`src/hw/rtl/evr_pkg.sv`:
```
// Package with the types, constants and divider step shared by the event record encoder.
`default_nettype none

package evr_pkg;

    localparam int TICK_W       = 48;
    localparam int SECONDS_W    = 42;
    localparam int MICROS_W     = 20;
    localparam int REM_W        = 7;
    localparam int DIGIT_W      = 6;
    localparam int DIV_STAGES   = TICK_W / DIGIT_W;
    localparam int TICKS_PER_SEC = 100;
    localparam int MICROS_PER_TICK = 10000;

    localparam int IN_TDATA_W   = 112;
    localparam int IN_TUSER_W   = 2;
    localparam int OUT_TDATA_W  = 88;
    localparam int REC_TYPE_W   = 3;
    localparam int REC_CODE_W   = 9;
    localparam int REC_VALUE_W  = 16;

    localparam int NUM_BUTTONS  = 5;
    localparam int BTN_IDX_W    = $clog2(NUM_BUTTONS);

    localparam logic [IN_TUSER_W-1:0] KIND_KEY   = 2'd0;
    localparam logic [IN_TUSER_W-1:0] KIND_MOUSE = 2'd1;

    localparam logic [REC_TYPE_W-1:0] TYPE_SYN = 3'd0;
    localparam logic [REC_TYPE_W-1:0] TYPE_KEY = 3'd1;
    localparam logic [REC_TYPE_W-1:0] TYPE_REL = 3'd2;
    localparam logic [REC_TYPE_W-1:0] TYPE_MSC = 3'd4;

    localparam logic [REC_CODE_W-1:0] CODE_SCAN   = 9'h004;
    localparam logic [REC_CODE_W-1:0] CODE_RX     = 9'h000;
    localparam logic [REC_CODE_W-1:0] CODE_RY     = 9'h001;
    localparam logic [REC_CODE_W-1:0] CODE_WHEEL  = 9'h008;
    localparam logic [REC_CODE_W-1:0] CODE_SYN    = 9'h000;
    localparam logic [REC_CODE_W-1:0] BUTTON_BASE = 9'h110;

    // Record slots of a burst, in emission order.
    localparam int REC_SCAN  = 0;
    localparam int REC_KEY   = 1;
    localparam int REC_RX    = 2;
    localparam int REC_RY    = 3;
    localparam int REC_WHEEL = 4;
    localparam int REC_BTN0  = 5;
    localparam int REC_SYNC  = REC_BTN0 + NUM_BUTTONS;
    localparam int NUM_REC   = REC_SYNC + 1;

    localparam int QUEUE_AW    = 1;
    localparam int QUEUE_DEPTH = 2 ** QUEUE_AW;

    typedef struct packed {
        logic [1:0]             pad;
        logic [TICK_W-1:0]      tick;
        logic [NUM_BUTTONS-1:0] buttons;
        logic [15:0]            dz;
        logic [15:0]            dy;
        logic [15:0]            dx;
        logic                   released;
        logic [7:0]             scan;
    } in_item_t;

    typedef struct packed {
        logic                   pad;
        logic [REC_VALUE_W-1:0] value;
        logic [REC_CODE_W-1:0]  code;
        logic [MICROS_W-1:0]    micros;
        logic [SECONDS_W-1:0]   seconds;
    } record_t;

    typedef struct packed {
        logic [NUM_REC-1:0]     mask;
        logic [6:0]             scan;
        logic                   pressed;
        logic [15:0]            dx;
        logic [15:0]            dy;
        logic [15:0]            dz;
        logic [NUM_BUTTONS-1:0] buttons;
    } desc_t;

    typedef struct packed {
        desc_t              desc;
        logic [REM_W-1:0]   rem;
        logic [TICK_W-1:0]  quo;
        logic [TICK_W-1:0]  tick;
    } stage_t;

    typedef struct packed {
        desc_t                desc;
        logic [REM_W-1:0]     rem;
        logic [SECONDS_W-1:0] seconds;
    } burst_t;

    localparam int STEP_W = REM_W + DIGIT_W;

    // One radix-64 digit of the long division by the tick rate.
    function automatic stage_t div_step(input stage_t s);
        stage_t            r;
        logic [STEP_W-1:0] v;
        logic [DIGIT_W-1:0] d;
        r = s;
        v = {s.rem, s.tick[TICK_W-1 -: DIGIT_W]};
        d = '0;
        for (int i = DIGIT_W - 1; i >= 0; i--) begin
            if (v >= (STEP_W'(TICKS_PER_SEC) << i)) begin
                v = v - (STEP_W'(TICKS_PER_SEC) << i);
                d[i] = 1'b1;
            end
        end
        r.rem  = v[REM_W-1:0];
        r.quo  = {s.quo[TICK_W-DIGIT_W-1:0], d};
        r.tick = {s.tick[TICK_W-DIGIT_W-1:0], {DIGIT_W{1'b0}}};
        return r;
    endfunction

endpackage

`default_nettype wire

```
`src/hw/rtl/input_event_to_evdev_records_unit.sv`:
```
// Top level of the encoder that turns keyboard and mouse events into timestamped records.
// An event passes the divider stages, the queue and the back end's burst and output
// registers before its first record is offered. One event per cycle enters the eight-stage
// stamp divider unless a full queue holds it; the record port then sets the pace at one
// record per cycle while m_axis_tready is high, at most three per key and nine per mouse event.
// Reset clears all valid flags and the stored button state; no clearing pass is needed.
`default_nettype none

module input_event_to_evdev_records_unit (
    input  wire logic                            aclk,
    input  wire logic                            aresetn,
    input  wire logic                            s_axis_tvalid,
    output logic                                 s_axis_tready,
    // scan_byte, released, delta_x, delta_y, delta_wheel, button_bits, tick_count
    input  wire logic [evr_pkg::IN_TDATA_W-1:0]  s_axis_tdata,
    // kind
    input  wire logic [evr_pkg::IN_TUSER_W-1:0]  s_axis_tuser,
    output logic                                 m_axis_tvalid,
    input  wire logic                            m_axis_tready,
    // stamp_seconds, stamp_micros, record_code, record_value
    output logic [evr_pkg::OUT_TDATA_W-1:0]      m_axis_tdata,
    // record_type
    output logic [evr_pkg::REC_TYPE_W-1:0]       m_axis_tuser,
    output logic                                 m_axis_tlast
);
    import evr_pkg::*;

    logic   wr_valid;
    logic   wr_ready;
    burst_t wr_data;
    logic   rd_valid;
    logic   rd_ready;
    burst_t rd_data;

    evr_front u_front (
        .aclk          (aclk),
        .aresetn       (aresetn),
        .s_axis_tvalid (s_axis_tvalid),
        .s_axis_tready (s_axis_tready),
        .s_axis_tdata  (s_axis_tdata),
        .s_axis_tuser  (s_axis_tuser),
        .q_valid       (wr_valid),
        .q_ready       (wr_ready),
        .q_data        (wr_data)
    );

    evr_queue u_queue (
        .aclk     (aclk),
        .aresetn  (aresetn),
        .wr_valid (wr_valid),
        .wr_ready (wr_ready),
        .wr_data  (wr_data),
        .rd_valid (rd_valid),
        .rd_ready (rd_ready),
        .rd_data  (rd_data)
    );

    evr_back u_back (
        .aclk          (aclk),
        .aresetn       (aresetn),
        .rd_valid      (rd_valid),
        .rd_ready      (rd_ready),
        .rd_data       (rd_data),
        .m_axis_tvalid (m_axis_tvalid),
        .m_axis_tready (m_axis_tready),
        .m_axis_tdata  (m_axis_tdata),
        .m_axis_tuser  (m_axis_tuser),
        .m_axis_tlast  (m_axis_tlast)
    );

endmodule

`default_nettype wire

```
`src/hw/rtl/evr_front.sv`:
```
// Front end: accepts events, classifies them into record slots and divides the tick stamp.
`default_nettype none

module evr_front (
    input  wire logic                            aclk,
    input  wire logic                            aresetn,
    input  wire logic                            s_axis_tvalid,
    output logic                                 s_axis_tready,
    input  wire logic [evr_pkg::IN_TDATA_W-1:0]  s_axis_tdata,
    input  wire logic [evr_pkg::IN_TUSER_W-1:0]  s_axis_tuser,
    output logic                                 q_valid,
    input  wire logic                            q_ready,
    output evr_pkg::burst_t                      q_data
);
    import evr_pkg::*;

    localparam int LAST = DIV_STAGES - 1;

    in_item_t               item;
    desc_t                  in_desc;
    logic [NUM_BUTTONS-1:0] changed;
    logic                   accept;
    logic [NUM_BUTTONS-1:0] prev_buttons_reg;
    logic [NUM_BUTTONS-1:0] prev_buttons_next;

    stage_t                 stage_reg [DIV_STAGES];
    stage_t                 step_in [DIV_STAGES];
    logic [DIV_STAGES-1:0]  stage_valid_reg;
    logic [DIV_STAGES-1:0]  stage_valid_next;
    logic [DIV_STAGES-1:0]  take;
    logic [DIV_STAGES-1:0]  load;
    logic                   last_empty;

    assign item = s_axis_tdata;

    always_comb begin
        changed = item.buttons ^ prev_buttons_reg;
        in_desc = '0;
        in_desc.scan    = item.scan[6:0];
        in_desc.pressed = ~item.released;
        in_desc.dx      = item.dx;
        in_desc.dy      = item.dy;
        in_desc.dz      = item.dz;
        in_desc.buttons = item.buttons;
        unique case (s_axis_tuser)
            KIND_KEY: begin
                in_desc.mask[REC_SCAN] = (item.scan[6:0] != 7'd0);
                in_desc.mask[REC_KEY]  = (item.scan[6:0] != 7'd0);
            end
            KIND_MOUSE: begin
                in_desc.mask[REC_RX]    = (item.dx != 16'd0);
                in_desc.mask[REC_RY]    = (item.dy != 16'd0);
                in_desc.mask[REC_WHEEL] = (item.dz != 16'd0);
                in_desc.mask[REC_BTN0 +: NUM_BUTTONS] = changed;
            end
            default: begin
            end
        endcase
        in_desc.mask[REC_SYNC] = |in_desc.mask[REC_SYNC-1:0];
    end

    assign accept = s_axis_tvalid && s_axis_tready;
    assign prev_buttons_next = (accept && (s_axis_tuser == KIND_MOUSE)) ? item.buttons
                                                                        : prev_buttons_reg;

    assign last_empty = (stage_reg[LAST].desc.mask == '0);

    always_comb begin
        take[LAST] = q_ready || last_empty;
        for (int j = DIV_STAGES - 2; j >= 0; j--) begin
            take[j] = !stage_valid_reg[j+1] || take[j+1];
        end
        s_axis_tready = !stage_valid_reg[0] || take[0];
        load[0] = accept;
        for (int j = 1; j < DIV_STAGES; j++) begin
            load[j] = stage_valid_reg[j-1] && take[j-1];
        end
        for (int j = 0; j < DIV_STAGES; j++) begin
            if (load[j]) begin
                stage_valid_next[j] = 1'b1;
            end else if (take[j]) begin
                stage_valid_next[j] = 1'b0;
            end else begin
                stage_valid_next[j] = stage_valid_reg[j];
            end
        end
    end

    always_comb begin
        step_in[0].desc = in_desc;
        step_in[0].rem  = '0;
        step_in[0].quo  = '0;
        step_in[0].tick = item.tick;
        for (int j = 1; j < DIV_STAGES; j++) begin
            step_in[j] = stage_reg[j-1];
        end
    end

    always_ff @(posedge aclk) begin
        if (!aresetn) begin
            stage_valid_reg  <= '0;
            prev_buttons_reg <= '0;
        end else begin
            stage_valid_reg  <= stage_valid_next;
            prev_buttons_reg <= prev_buttons_next;
        end
    end

    always_ff @(posedge aclk) begin
        for (int j = 0; j < DIV_STAGES; j++) begin
            if (load[j]) begin
                stage_reg[j] <= div_step(step_in[j]);
            end
        end
    end

    assign q_valid         = stage_valid_reg[LAST] && !last_empty;
    assign q_data.desc     = stage_reg[LAST].desc;
    assign q_data.rem      = stage_reg[LAST].rem;
    assign q_data.seconds  = stage_reg[LAST].quo[SECONDS_W-1:0];

endmodule

`default_nettype wire

```
`src/hw/rtl/evr_queue.sv`:
```
// Short queue of classified bursts between the front end and the record sequencer.
`default_nettype none

module evr_queue (
    input  wire logic            aclk,
    input  wire logic            aresetn,
    input  wire logic            wr_valid,
    output logic                 wr_ready,
    input  wire evr_pkg::burst_t wr_data,
    output logic                 rd_valid,
    input  wire logic            rd_ready,
    output evr_pkg::burst_t      rd_data
);
    import evr_pkg::*;

    burst_t              entry_reg [QUEUE_DEPTH];
    logic [QUEUE_AW-1:0] wr_ptr_reg;
    logic [QUEUE_AW-1:0] wr_ptr_next;
    logic [QUEUE_AW-1:0] rd_ptr_reg;
    logic [QUEUE_AW-1:0] rd_ptr_next;
    logic [QUEUE_AW:0]   count_reg;
    logic [QUEUE_AW:0]   count_next;
    logic                push;
    logic                pop;

    assign wr_ready = (count_reg != (QUEUE_AW+1)'(QUEUE_DEPTH));
    assign rd_valid = (count_reg != '0);
    assign rd_data  = entry_reg[rd_ptr_reg];
    assign push     = wr_valid && wr_ready;
    assign pop      = rd_valid && rd_ready;

    always_comb begin
        wr_ptr_next = push ? wr_ptr_reg + 1'b1 : wr_ptr_reg;
        rd_ptr_next = pop ? rd_ptr_reg + 1'b1 : rd_ptr_reg;
        count_next  = count_reg;
        if (push && !pop) begin
            count_next = count_reg + 1'b1;
        end else if (pop && !push) begin
            count_next = count_reg - 1'b1;
        end
    end

    always_ff @(posedge aclk) begin
        if (!aresetn) begin
            wr_ptr_reg <= '0;
            rd_ptr_reg <= '0;
            count_reg  <= '0;
        end else begin
            wr_ptr_reg <= wr_ptr_next;
            rd_ptr_reg <= rd_ptr_next;
            count_reg  <= count_next;
        end
    end

    always_ff @(posedge aclk) begin
        if (push) begin
            entry_reg[wr_ptr_reg] <= wr_data;
        end
    end

endmodule

`default_nettype wire

```
`src/hw/rtl/evr_back.sv`:
```
// Back end: walks the record slots of each burst and drives one record per transaction.
`default_nettype none

module evr_back (
    input  wire logic                             aclk,
    input  wire logic                             aresetn,
    input  wire logic                             rd_valid,
    output logic                                  rd_ready,
    input  wire evr_pkg::burst_t                  rd_data,
    output logic                                  m_axis_tvalid,
    input  wire logic                             m_axis_tready,
    output logic [evr_pkg::OUT_TDATA_W-1:0]       m_axis_tdata,
    output logic [evr_pkg::REC_TYPE_W-1:0]        m_axis_tuser,
    output logic                                  m_axis_tlast
);
    import evr_pkg::*;

    burst_t                  cur_reg;
    logic                    cur_valid_reg;
    logic                    cur_valid_next;
    logic [NUM_REC-1:0]      pend_reg;
    logic [NUM_REC-1:0]      lowest;
    logic [NUM_REC-1:0]      pend_left;
    logic [BTN_IDX_W-1:0]    btn_idx;
    logic                    out_free;
    logic                    emit;
    logic                    fetch;

    record_t                 rec;
    logic [REC_TYPE_W-1:0]   rec_type;
    record_t                 out_rec_reg;
    logic [REC_TYPE_W-1:0]   out_type_reg;
    logic                    out_last_reg;
    logic                    m_valid_reg;
    logic                    m_valid_next;

    assign lowest    = pend_reg & (~pend_reg + 1'b1);
    assign pend_left = pend_reg & ~lowest;
    assign out_free  = !m_valid_reg || m_axis_tready;
    assign emit      = cur_valid_reg && out_free;
    assign rd_ready  = !cur_valid_reg || (emit && (pend_left == '0));
    assign fetch     = rd_valid && rd_ready;

    always_comb begin
        cur_valid_next = rd_ready ? rd_valid : cur_valid_reg;
        m_valid_next   = emit ? 1'b1 : (m_axis_tready ? 1'b0 : m_valid_reg);
    end

    always_comb begin
        btn_idx = '0;
        for (int i = NUM_BUTTONS - 1; i >= 0; i--) begin
            if (pend_reg[REC_BTN0 + i]) begin
                btn_idx = BTN_IDX_W'(i);
            end
        end
    end

    always_comb begin
        rec.pad     = 1'b0;
        rec.seconds = cur_reg.seconds;
        rec.micros  = MICROS_W'(cur_reg.rem) * MICROS_W'(MICROS_PER_TICK);
        priority if (pend_reg[REC_SCAN]) begin
            rec_type  = TYPE_MSC;
            rec.code  = CODE_SCAN;
            rec.value = REC_VALUE_W'(cur_reg.desc.scan);
        end else if (pend_reg[REC_KEY]) begin
            rec_type  = TYPE_KEY;
            rec.code  = REC_CODE_W'(cur_reg.desc.scan);
            rec.value = REC_VALUE_W'(cur_reg.desc.pressed);
        end else if (pend_reg[REC_RX]) begin
            rec_type  = TYPE_REL;
            rec.code  = CODE_RX;
            rec.value = cur_reg.desc.dx;
        end else if (pend_reg[REC_RY]) begin
            rec_type  = TYPE_REL;
            rec.code  = CODE_RY;
            rec.value = cur_reg.desc.dy;
        end else if (pend_reg[REC_WHEEL]) begin
            rec_type  = TYPE_REL;
            rec.code  = CODE_WHEEL;
            rec.value = cur_reg.desc.dz;
        end else if (|pend_reg[REC_BTN0 +: NUM_BUTTONS]) begin
            rec_type  = TYPE_KEY;
            rec.code  = BUTTON_BASE + REC_CODE_W'(btn_idx);
            rec.value = REC_VALUE_W'(cur_reg.desc.buttons[btn_idx]);
        end else begin
            rec_type  = TYPE_SYN;
            rec.code  = CODE_SYN;
            rec.value = '0;
        end
    end

    always_ff @(posedge aclk) begin
        if (!aresetn) begin
            cur_valid_reg <= 1'b0;
            m_valid_reg   <= 1'b0;
        end else begin
            cur_valid_reg <= cur_valid_next;
            m_valid_reg   <= m_valid_next;
        end
    end

    always_ff @(posedge aclk) begin
        if (fetch) begin
            cur_reg  <= rd_data;
            pend_reg <= rd_data.desc.mask;
        end else if (emit) begin
            pend_reg <= pend_left;
        end
        if (emit) begin
            out_rec_reg  <= rec;
            out_type_reg <= rec_type;
            out_last_reg <= (pend_left == '0);
        end
    end

    assign m_axis_tvalid = m_valid_reg;
    assign m_axis_tdata  = out_rec_reg;
    assign m_axis_tuser  = out_type_reg;
    assign m_axis_tlast  = out_last_reg;

endmodule

`default_nettype wire

```
`config.mk`:
```
export PLATFORM = sky130hd
export DESIGN_NAME = input_event_to_evdev_records_unit
export DESIGN_NICKNAME = d
export VERILOG_FILES = /design/src/hw/rtl/evr_pkg.sv /design/src/hw/rtl/input_event_to_evdev_records_unit.sv /design/src/hw/rtl/evr_front.sv /design/src/hw/rtl/evr_queue.sv /design/src/hw/rtl/evr_back.sv
export SDC_FILE = /design/constraint.sdc
export NUM_CORES = 1
export LEC_CHECK = 0
export ABC_AREA = 1
export BUFFER_PORTS_ARGS = -buffer_cell sky130_fd_sc_hd__buf_2
export CAP_MARGIN = 20
export CELL_PAD_IN_SITES_DETAIL_PLACEMENT = 1
export CELL_PAD_IN_SITES_GLOBAL_PLACEMENT = 2
export CORE_ASPECT_RATIO = 1.75
export CORE_MARGIN = 1
export CORE_UTILIZATION = 48
export DETAILED_ROUTE_END_ITERATION = 6
export HOLD_SLACK_MARGIN = 0.03
export PLACE_DENSITY_LB_ADDON = 0.05
export SKIP_LAST_GASP = 1
export SLEW_MARGIN = 40
export SYNTH_ARGS = -nofsm -noshare
export SYNTH_HDL_FRONTEND = slang
export SYNTH_HIERARCHICAL = 1
export SYNTH_SLANG_ARGS = --single-unit
```
`constraint.sdc`:
```
create_clock -name aclk -period 12.4 [get_ports aclk]
set_input_delay 1.86 -clock aclk [delete_from_list [all_inputs] [get_ports aclk]]
set_output_delay 1.86 -clock aclk [all_outputs]
set_load 0.01 [all_outputs]
```
---- Word-level counts from Yosys, hierarchy flattened ----
Memory sizes are Yosys's and may differ from the RTL's. A register that Yosys moved wholly into a read port is not among the register bits.
Index checks and enable logic that the tools add are counted.
Widths: inputs -> output; s select.
operators by class
  multiply operators ...................... 1
  reductions and logical operators ........ 63
  eq/ne operators ......................... 2
  add/subtract/negate cells ............... 54
  divide/modulo/power cells ............... 0
  order comparisons ....................... 49
  shift-type cells ........................ 0
  bitwise operators ....................... 7
  mux-type cells .......................... 254
operators by type and width
  operator                number
  $mux 13                 80
  $mux 1                  136
  $mux 7                  16
  $ge 13x10->1 const B    8
  $ge 13x11->1 const B    8
  $ge 13x7->1 const B     8
  $ge 13x8->1 const B     8
  $ge 13x9->1 const B     8
  $sub 13x10->13 const B  8
  $sub 13x11->13 const B  8
  $sub 13x8->13 const B   8
  $sub 13x9->13 const B   8
  $ge 13x12->1 const B    7
  $sub 13x12->13 const B  7
  $mux 25                 3
  $sub 7x7->7 const B     8
  $reduce_bool 16->1      3
  $mux 16                 2
  $mux 3                  9
  $reduce_bool 2->1       12
  $and 11x11->11          2
  $logic_not 11->1        2
  $mux 11                 2
  $not 11->11             2
  26 further kinds        67
storage, ports and cells
  input bits .............................. 118
  flip-flop bits (word level) ............. 227
  word-level logic and storage cells ...... 464
  memories ................................ 2
  bits in latches ......................... 0
  bits in read-only memories .............. 0
  output and inout port bits .............. 94
  bits in writable memories ............... 1594
memory list
  memory             words  width  read ports  clocked after Yosys merged registers in  wr ports  RTL line         source
  u_front.stage_reg  8      169    8           0                                        8         evr_front.sv:26  stage_t stage_reg [DIV_STAGES];
  u_queue.entry_reg  2      121    1           1                                        1         evr_queue.sv:16  burst_t entry_reg [QUEUE_DEPTH];

---- Logic depth before layout (Yosys ltp) ----
An unclocked memory read counts as a cell.
  word-level depth ........................ 28
  depth in mapped cells ................... 42
  depth with buffers taken out ............ 41

---- Hierarchy ----
The synthesis kept the hierarchy.
by module, submodules not included
  module     cells each  seq. area each (um^2)  area an instance (um^2)  instances
  evr_front  3246        29057.9                41255.8                  1
  evr_queue  413         7367.1                 8993.6                   1
  evr_back   542         6256.0                 8318.0                   1

---- Worst setup path after synthesis ----
No wires, ideal clock.
  path kind ............................... flip-flop to flip-flop
  start point ............................. mem u_front/stage_reg[1][653] in the netlist's numbering
  end point ............................... reg u_front.prev_buttons_reg[0]
  data required time ...................... 12.268 ns
  period minus slack after synthesis ...... 8.283 ns
  library setup time ...................... 0.132 ns
  cell stages (with the launch flop) ...... 22
  path buffers ............................ 0
  arrival time ............................ 8.151 ns
  slack ................................... 4.117 ns
  cells stage by stage .................... edfxtp_1 > or4_1 > nor4_1 > nor3_1 > inv_1 > nor2_1 > inv_1 > nor2_1 > inv_1 > nor2_1 > inv_1 > nor2_1 > inv_1 > nor2_1 > inv_1 > nor2_1 > inv_1 > nor2_1 > nor2_1 > nand2_1 > nand2_1 > a21oi_1
RTL lines
  element                 RTL line          source
  start: declaration      evr_front.sv:26
  end signal: assignment  evr_front.sv:105  prev_buttons_reg <= prev_buttons_next;
  end: declaration        evr_front.sv:23   logic [NUM_BUTTONS-1:0] prev_buttons_reg;

==> run_results.csv <==
group,metric,value,unit
timing,finalCritPeriodShare,45.6,%
clocking,clkTransAtPathRegs,0.07,ns
timing,finalHoldViolations,0,
critical_path,startpoint_type,"flip-flop",
global_routing,antenna_found_initial,17,
timing,finalSetupViolations,0,
routing,ant_nets,0,
critical_path,r2r_end,"u_front/stage_reg[0][584]",
critical_path,critPathLaunch,"u_front/stage_reg[1][653]",
clocking,clkLatencyLatePin,0.76,ns
layout,fin_nets,4602,
floorplanning,dieHeight,464,um
synthesis,ys_types,63,
layout,area_growth,11.2,%
clocking,cts_setup_buffers,0,
timing,fin_setup_tns,0,ns
placement,dpl.hpwl,83500,um
critical_path,crit_chain,"or4_1, nor4_1, nor3_1, inv_1, nor2_1, inv_1, nor2_1, inv_1, nor2_1, inv_1, nor2_1, inv_1, nor2_1, inv_1, nor2_1, inv_1, nor2_1, inv_1, buf_2",
critical_path,rrSetupSlack,6.82,ns
critical_path,critPathKind,"flip-flop to output port",
critical_path,cp.arrival,3.79,ns
critical_path,cp_slowest_cell,"or4_1",
synthesis,ys.flop_type,"edfxtp_1",
synthesis,synth_largest_area_cell,"edfxtp_1",
global_routing,grt.overflow.total,0,
outcome,status,"completed",
timing,slew_violations,0,
floorplanning,die_area,0.123,mm^2
clocking,cts_resized,0,
timing,max_slew_margin,45.6,%
timing,finalCriticalPeriod,5.65,ns
floorplanning,coreArea,0.121,mm^2
synthesis,synth-edff-count,1408,
synthesis,synthesis.area,0.0586,mm^2
synthesis,ys_seq_area_share,72.9,%
critical_path,crit_path_end_kind,"output port",
synthesis,ys_top_cells_by_area,"edfxtp_1 (72%), nand2_1 (5.6%), nand3_1 (2.7%)",
layout,drive_above_1_share,20.8,%
synthesis,synth-seq-cells,1428,
clocking,htreeDepth,4,
floorplanning,io_pins,212,
critical_path,endpoint,"s_axis_tready",
floorplanning,start_util,48.3,%
critical_path,critPathMaxFanout,3,
routing,drt_pass1_iterations,5,
floorplanning,die_x,266,um
clocking,cts_tree,"yes",
routing,wl_per_cell,19.4,um
timing,fmax,177,MHz
placement,place.gp.congestion,0.810,
global_routing,grt_pass1_wl,185000,um
global_routing,grt_pass1_vias,33700,
synthesis,ys_warn_count,6,
routing,wirelength,119000,um
synthesis,synthArstFlopShare,0,%
run,drv_cap,0,
timing,fin_worst_skew,0.0528,ns
synthesis,yosysMostFrequentCell,"edfxtp_1",
global_routing,grt_use_total,19.8,%
critical_path,r2r_start,"u_front/stage_reg[0][364]",
critical_path,required,10.54,ns
synthesis,syn_avg_cell_area,13.9,um^2
timing,worst-slew-pin-transition,0.815,ns
critical_path,critPathMaxStageDelay,0.58,ns
clocking,numCtsBuffers,130,
synthesis,synthCells,4201,
timing,rsz0062_at_grt,"false",
synthesis,yosys-top-cells-count,"edfxtp_1 (1408), nand2_1 (878), inv_1 (328), nand3_1 (320), nor2_1 (146)",
global_routing,grt_max_degree,75,
routing,via_per_inst,5.05,
hold_path,min_path_type,"flip-flop to flip-flop",
critical_path,crit_top_cell,"inv_1",
synthesis,synth_top_area_share,72.2,%
routing,via_count,31000,
clocking,cts_hold_buf,0,
clocking,cts.path.max_buffers,3,
layout,largest_register_ff_count,959,
routing,first_iter_violations,1276,
layout,fillers,11900,
routing,drc_errors,0,
placement,port_buffers,202,
layout,final_util,53.8,%
clocking,cts_sinks,1428,
floorplanning,rows,169,
critical_path,r2r_cells,36,
clocking,cts_root_buffer,"clkbuf_16",
==> cell usage in the layout, fill, tap and decap left out, types with 17 or more instances in the layout <==
cell type  netlist  layout
nand3_1        320     320
xnor2_1         25      25
mux2_2         121     121
nand2_1        878     878
dfxtp_1         20      19
inv_1          328     323
nand4_1         46      46
nand3_2         38      38
nand2_4         55      55
a21oi_1         60      60
nor2_2          27      28
nor2_1         146     139
nor2_4          46      52
inv_2           39      38
ha_1            72      72
clkbuf_16        0     131
nor3_1          19      19
o21ai_0         61      61
clkinv_2         3      21
nand2_2        124     124
clkbuf_1         8      17
buf_2            5     202
edfxtp_1      1408    1408
xor2_1          64      64
clkinv_1         1      22
==> how the worst min path moves through the flow <==
stage                                    from                        end  slack (ns)  cells after the start
global route          u_front/stage_reg[0][7]  u_front/stage_reg[0][176]        0.40                      0
floorplan                   u_back/cur_reg[0]     u_back/m_axis_tdata[0]        0.40                      0
finish              u_front/stage_reg[1][134]  u_front/stage_reg[1][297]        0.40                      0
global placement    u_front/stage_reg[0][327]  u_front/stage_reg[0][490]        0.40                      0
CTS                   u_front/stage_reg[0][7]  u_front/stage_reg[0][176]        0.40                      0
detailed placement  u_front/stage_reg[1][224]  u_front/stage_reg[1][393]        0.41                      0
==> critical path, delay by kind of cell (launching register included) <==
kind                   cells  cell delay (ns)
flip-flops                 1             0.41
buffers and inverters      9             1.00
AND/OR/NAND/NOR           10             1.65
==> routing by layer <==
metal  track usage (%)  wire length [um]  vias to the layer above
met5                 0                92                        -
met1              21.4             44900                    15300
li1                  -                 -                    15100
met4              5.71              2680                       16
met3              4.31              5380                      178
met2              37.9             66000                      460
==> cell families (layout without fill, tap and decap cells) <==
family / count (synthesis) / after routing / synth area share (%)
buffers and inverters: 533 / 835 / 4.52
adder cells (fa/ha/maj): 80 / 80 / 1.81
other: 1 / 9 / 0.00640
AND/OR/NAND/NOR: 1757 / 1757 / 15.1
XOR/XNOR: 91 / 91 / 1.39
flip-flops: 1428 / 1428 / 72.9
AO/OA/AOI/OAI: 190 / 190 / 1.98
multiplexers: 121 / 121 / 2.33
==> final cells by class <==
type,instances,area (um^2),share of cell area (%)
antenna,3,7.51,0.0115
sequential,1428,42700,65.5
clock buffer,149,3360,5.15
timing repair buffer,228,1270,1.95
clock inverter,87,1020,1.57
tap,1624,2030,3.12
multi-input combinational,2245,13300,20.5
inverter,371,1420,2.19
==> metrics by stage <==
stage	instance area, um^2	std cells	setup slack [ns]	hold slack (ns)
floorplan	58600	4206	4.12	0.400
global placement	60600	5892	6.71	0.400
detailed placement	60700	5896	6.69	0.405
CTS	65100	6132	6.63	0.396
global route	65100	6133	6.25	0.404
finish	65100	6135	6.75	0.397
Power is left out: the tool's default activity adds up to more than one toggle a clock period on the data nets, which glitch-free logic cannot reach.
